File: config.mk
export PLATFORM = sky130hd
export DESIGN_NAME = rrte_div
export DESIGN_NICKNAME = d
export VERILOG_FILES = /design/src/rrte_pkg.sv /design/src/rrte_div.sv
export SDC_FILE = /design/constraint.sdc
export NUM_CORES = 1
export LEC_CHECK = 0
export BUFFER_PORTS_ARGS = -buffer_cell sky130_fd_sc_hd__buf_4
export CAP_MARGIN = 20
export CORE_MARGIN = 3
export CORE_UTILIZATION = 35
export CTS_CLUSTER_DIAMETER = 100
export DETAILED_ROUTE_END_ITERATION = 10
export PLACE_DENSITY = 0.55
export SLEW_MARGIN = 25
export SYNTH_ARGS = -nofsm -noshare
export SYNTH_HDL_FRONTEND = slang
export SYNTH_SLANG_ARGS = --single-unit
File: constraint.sdc
create_clock -name i_clk -period 7.5 [get_ports i_clk]
set_input_delay 1.5 -clock i_clk [delete_from_list [all_inputs] [get_ports i_clk]]
set_output_delay 1.5 -clock i_clk [all_outputs]
set_load 0.01 [all_outputs]
File: src/rrte_pkg.sv
// ----------------------------------------------------------------------------
// rrte_pkg: shared types and constants
// Command, status and register codes, memory sizes and arithmetic widths for
// the tree extend step core.
// ----------------------------------------------------------------------------
package rrte_pkg;

    localparam int MAX_NODES = 1024;
    localparam int NODE_AW   = 10;
    localparam int CNT_W     = 11;
    localparam int MAP_DEPTH = 4096;
    localparam int MAP_AW    = 12;
    localparam int COORD_W   = 9;
    localparam int DSQ_W     = 20;

    // iterative divide / square root widths
    localparam int NUM_W = 28;
    localparam int DEN_W = 18;
    localparam int Q_W   = 10;
    localparam int QK_W  = 4;

    localparam logic [1:0] CMD_LOAD   = 2'd0;
    localparam logic [1:0] CMD_START  = 2'd1;
    localparam logic [1:0] CMD_EXTEND = 2'd2;
    localparam logic [1:0] CMD_READ   = 2'd3;

    localparam logic [2:0] ST_OK       = 3'd0;
    localparam logic [2:0] ST_ADDED    = 3'd1;
    localparam logic [2:0] ST_BLOCKED  = 3'd2;
    localparam logic [2:0] ST_NO_NEIGH = 3'd3;
    localparam logic [2:0] ST_FULL     = 3'd4;
    localparam logic [2:0] ST_EMPTY    = 3'd5;

    localparam logic [2:0] REG_STEP   = 3'd0;
    localparam logic [2:0] REG_SRAD   = 3'd1;
    localparam logic [2:0] REG_GOAL_X = 3'd2;
    localparam logic [2:0] REG_GOAL_Y = 3'd3;
    localparam logic [2:0] REG_GRAD   = 3'd4;

    // absolute difference of two coordinates
    function automatic logic [COORD_W-1:0] abs_diff(input logic [COORD_W-1:0] a,
                                                    input logic [COORD_W-1:0] b);
        logic [COORD_W:0] d;
        begin
            d = {1'b0, a} - {1'b0, b};
            abs_diff = d[COORD_W] ? COORD_W'(-d) : d[COORD_W-1:0];
        end
    endfunction

endpackage

File: src/rrte_div.sv
// ----------------------------------------------------------------------------
// rrte_div: restoring divider
// Unsigned divide, one quotient bit per cycle; the quotient must fit Q_W bits.
// ----------------------------------------------------------------------------
module rrte_div
    import rrte_pkg::*;
(
    input  logic             i_clk,
    input  logic             i_rst_n,
    input  logic             i_start,
    input  logic [NUM_W-1:0] i_num,
    input  logic [DEN_W-1:0] i_den,
    output logic             o_done,
    output logic [Q_W-1:0]   o_quot
);

    logic             r_busy;
    logic             r_done;
    logic [QK_W-1:0]  r_k;
    logic [NUM_W-1:0] r_rem;
    logic [Q_W-1:0]   r_q;
    logic [NUM_W-1:0] den_sh;

    assign den_sh = {{(NUM_W-DEN_W){1'b0}}, i_den} << r_k;

    always_ff @(posedge i_clk) begin
        if (!i_rst_n) begin
            r_busy <= 1'b0;
            r_done <= 1'b0;
        end else begin
            r_done <= 1'b0;
            if (i_start) begin
                r_busy <= 1'b1;
                r_rem  <= i_num;
                r_q    <= '0;
                r_k    <= QK_W'(Q_W - 1);
            end else if (r_busy) begin
                if (r_rem >= den_sh) begin
                    r_rem      <= r_rem - den_sh;
                    r_q[r_k]   <= 1'b1;
                end
                if (r_k == '0) begin
                    r_busy <= 1'b0;
                    r_done <= 1'b1;
                end else begin
                    r_k <= r_k - 1'b1;
                end
            end
        end
    end

    assign o_done = r_done;
    assign o_quot = r_q;

endmodule

## Word-level counts from Yosys, hierarchy flattened

Cells that the tools add are included.

| cells by class | value |
|---|---|
| $add $sub $neg | 2 |
| $lt $le $gt $ge | 3 |
| eq/ne operators | 1 |
| shift-type cells | 1 |
| multiplexer cells | 13 |
| bitwise operators | 3 |
| reductions and logical operators | 7 |

Operator list:

| kind | count |
|---|---|
| 28-bit 2-to-1 mux | 3 |
| 28-bit >= comparator | 1 |
| 18-bit by 4-bit << shifter with 28-bit output | 1 |
| 28-bit subtractor | 1 |
| 10-bit 2-to-1 mux | 2 |
| 10-bit bitwise OR | 1 |
| 4-bit 2-to-1 mux | 2 |
| 3-bit AND reduction | 2 |
| 4-bit by 5-bit < comparator with 1-bit output, second input constant | 1 |
| 1-bit 2-to-1 mux | 5 |
| 1-bit demux with 4-bit select | 1 |
| 4-bit by 1-bit >= comparator with 1-bit output, second input constant | 1 |
| 4-bit zero test | 1 |
| 2-bit nonzero test | 2 |
| 4-bit by 1-bit subtractor with 4-bit output, second input constant | 1 |
| 3-bit OR reduction | 1 |
| 2-bit != test, second input constant | 1 |
| 1-bit inverter | 2 |
| 1-bit logical AND | 1 |

| storage, ports and cells | value |
|---|---|
| flip-flop bits (word level) | 44 |
| input port bits | 49 |
| output and inout port bits | 11 |
| logic and storage cells | 35 |

## Logic depth before layout (Yosys ltp)

| logic depth | value |
|---|---|
| depth after elaboration | 7 |
| depth in mapped cells | 17 |
| depth with buffers taken out | 15 |

## Least setup slack after synthesis

OpenSTA, ideal clock, no wires.

| path | value |
|---|---|
| kind | in2reg |
| start point | in i_den[13] |
| end point | reg r_q[0] (netlist: o_quot[0]) (enable) |
| setup time | 0.446 ns |
| arrival | 5.256 ns |
| required time | 7.054 ns |
| setup slack | 1.798 ns |
| cell stages on the path | 11 |
| buffers on the path | 1 |
| cells stage by stage | mux2_2 -> or2_2 -> o211ai_1 -> a21oi_1 -> a21oi_1 -> ha_1 -> clkbuf_1 -> nand2_1 -> or3_1 -> a31o_2 -> a21oi_1 |

| between the ends | value |
|---|---|
| longest elaborated chain between the ends | 4 |

RTL lines:

| element | RTL line | source |
|---|---|---|
| start: declaration | rrte_div.sv:12 | `input logic [DEN_W-1:0] i_den,` |
| 18-bit by 4-bit << shifter with 28-bit output | rrte_div.sv:24 | `assign den_sh = {{(NUM_W-DEN_W){1'b0}}, i_den} << r_k;` |
| 28-bit >= comparator | rrte_div.sv:38 | `if (r_rem >= den_sh) begin` |
| 2-bit nonzero test (no source line) | - |  |
| 3-bit AND reduction (no source line) | - |  |
| end signal: assignment | rrte_div.sv:35 | `r_q <= '0;` |
| end signal: indexed assignment | rrte_div.sv:40 | `r_q[r_k] <= 1'b1;` |
| end: declaration | rrte_div.sv:21 | `logic [Q_W-1:0] r_q;` |

Every way passes these cells.
A chain may end at the register's enable or synchronous reset.

## Final worst setup path

| path | value |
|---|---|
| start point | in i_den[6] |
| end point | reg r_rem[16] (enable) |

| between the ends | value |
|---|---|
| longest elaborated chain between the ends | 4 |

RTL lines:

| element | RTL line | source |
|---|---|---|
| 18-bit by 4-bit << shifter with 28-bit output | rrte_div.sv:24 |  |
| 28-bit >= comparator | rrte_div.sv:38 |  |
| 2-bit nonzero test (no source line) | - |  |
| 3-bit AND reduction (no source line) | - |  |
| end signal: assignment | rrte_div.sv:34 | `r_rem <= i_num;` |
| end signal: assignment | rrte_div.sv:39 | `r_rem <= r_rem - den_sh;` |
| end: declaration | rrte_div.sv:20 | `logic [NUM_W-1:0] r_rem;` |

Every way passes these cells.

==> metrics.txt <==
critical path type input pin to flip-flop; VDD IR max 90.80 uV; fin crit share between 60% and 70%; simple-gate share of the synthesized area 19.57%; Synth warnings 0; remaining global-route overflow 0; Max Clock Freq 0.1994 GHz; nets 649; Seq cells post-synth 44; setup bufs post-CTS 0; CTS Buffer Depth 2; power density over the cells 205.6 mW/mm^2; CP cell instances buf_4, mux4_2, nand2_1, o21ai_0, a22oi_1, ha_1, a21oi_1, o21bai_1, a21oi_1, nor2_1, a2111oi_1, a21oi_4, buf_8, buf_4; final setup fails 0; commonest register cell after synthesis edfxtp_1; DR iter-0 viols 352; Synth Area in Compound Gates 24.66%; area leader, netlist edfxtp_1; Syn Nets 604; Data required, critical path 7560 ps; largest net degree at the start of global routing 70; drt wl/cell 17.08 um; WP data arrival 5070 ps; Synth Area in XOR/XNOR roughly 4%; CTS Sinks 44; Post-synth EDFFs 42; Max Slew Vio Count 0; Synth Area per Inst 8.389 um^2; Worst Setup Start Kind input pin; largest family of logic cells by synthesized area compound AO/OA/AOI/OAI gates; n_diodes 0; CTS clk-pin slew, worst paths 70 ps; asr flop ratio synth 0%; area grow syn2layout 18.17%; Max stage delay on crit path 820 ps; CTS tree built; via count approximately 4,100; Final Hold Vio Count 0; Worst slew margin 40.06%; GPL Wtd Cong just over 0.9; post-synth cell types 64; minimum clock period between 5000 and 6000 ps; CP max-delay cell a2111oi_1; post-synthesis mux area share 8.314%; Routed Antenna Nets 0; Clk Latency, worst-skew pair 290 ps; Num CTS Buffers 5; DRT Pass-1 Iters 5; Crit. End Element flip-flop; Lkg Pwr between 2 and 2.5 nW; Top delay family on crit path compound AO/OA/AOI/OAI gates; cell count after synthesis 522; DP Wirelength 9765 um; Seq/Total Area, Yosys 29.71%; ranking of synthesized cells by area edfxtp_1 (29%), ha_1 (9.1%), o21ai_0 (6.4%); clock root cell clkbuf_16; DR DRC count 0; width of the die 117.9 um; Routed Wire Length 12,570 um; vias in the first global route between 3,000 and 4,000; Starting Density 36.16%; initial antenna violation count 0; Resized cells post-CTS 0; H-tree depth 2; share of post-route cells with drive strength above 1 18.13%; Worst Path Buf+Inv 3; post-synth top area share roughly 29%; GRT Total Usage 17.38%; die height 117.9 um; Setup TNS 0 ps; Worst Max-Slew Pin Slew 896.8 ps; status finished clean; # hold bufs at CTS 0; Final Util 42.73%; IO buf count 59; RSZ-0062 raised after global routing no; first-pass GRT wire length ~20,000 um; via/cell ratio 5.557; Mapped Area 0.004379 mm^2; Core Area 0.01211 mm^2; crit path max fanout 11; max_cap viols 0; HP Class flip-flop to flip-flop; Setup Skew 8.389 ps; die area 0.01389 mm^2; Adder-Cell Fraction of Synth Area 9.600%; FP Rows 40; IO Count 60
==> synth_stat cells, types with 7 or more instances <==
master     n
clkbuf_1  15
inv_1     11
nor3_1     7
nand2_1   73
and3_1     8
nand3_1    8
mux2_2     7
xnor2_1    9
mux2i_1   15
a21o_1    15
xor2_1    11
o21ai_0   56
edfxtp_1  42
nor2b_1   10
ha_1      32
a21oi_1   49
nor2_1    42
==> routing by layer <==
metal / share of wire [%] / global-route usage [%]
met1: 50 / 25.95
met2: 44 / 26.52
met3: 4.8 / 3.123
met4: 0.90 / 3.077
met5: 0 / 0
==> final timing paths <==
check | slack, ps | to | from | depth (start not counted)
setup / recovery | 2480 | r_rem[16]$_DFFE_PP_ | i_den[6] | 14
hold / removal | 470 | o_done$_SDFF_PP0_ | r_busy$_SDFF_PN0_ | 2
setup reg to reg | 2520 | r_rem[16]$_DFFE_PP_ | r_k[2]$_SDFFCE_PP0P_ | 12
hold reg to reg | 470 | o_done$_SDFF_PP0_ | r_busy$_SDFF_PN0_ | 2
==> stage by stage <==
step	power (W)	hold slack [ps]	instance area [um^2]	std cells	worst slack, ps
final	0.001064	465.4	5175	736	2485
after detailed placement	0.0007963	446.5	4962	725	2111
after floorplan	0.0006697	424.0	4379	522	1798
after CTS	0.001062	456.1	5134	733	2403
after global routing	0.001134	483.4	5175	736	2146
after global placement	0.0007924	443.3	4918	723	1701
==> registers in the layout, indices dropped and copies added, names as in the netlist <==
signal,count
o_quot,10
r_busy,1
r_k,4
o_done,1
r_rem,28
==> report_power, final <==
part / switching (W) / total (W) / internal (W)
clock network: 0.000104 / 0.000263 / 0.000159
logic: 0.000275 / 0.000478 / 0.000203
registers: 0.0000156 / 0.000323 / 0.000308
==> worst register-to-register path, delay by kind of cell (launching register included) <==
kind / cells / cell delay (ps)
adders and majority gates: 1 / 400
and+or+nand+nor: 2 / 780
buffers and inverters: 3 / 980
DFF: 1 / 740
AOI/OAI and AO/OA: 6 / 1870
==> cell type report <==
type	instances	area, um^2
flip-flops and latches	44	1301
well taps	168	210.2
clock inverters	3	46.29
inverters	13	48.80
repair buffers	65	534.3
multi-input cells	438	2909
clock buffers	5	125.1
fillers	1249	6937
==> cell families (layout without fill, tap and decap cells) <==
kind of cell               count (synthesis)  count (layout)
muxes                                     28              28
buffers and inverters                     40              86
AOI/OAI and AO/OA                        174             174
DFF                                       44              44
adders and majority gates                 33              33
and+or+nand+nor                          183             183
xor gates and xnor gates                  20              20
==> cell usage in the layout (no fill, tap or decap), types with 7 or more instances in the layout <==
cell,instances
nand2_1,73
buf_4,60
o21ai_0,56
a21oi_1,48
nor2_1,42
edfxtp_1,42
ha_1,32
mux2i_1,15
a21o_1,15
inv_1,11
xor2_1,11
nor2b_1,10
xnor2_1,9
nand3_1,8
and3_1,8
mux2_2,7
nor3_1,7
(Power assumes the default switching activity.)
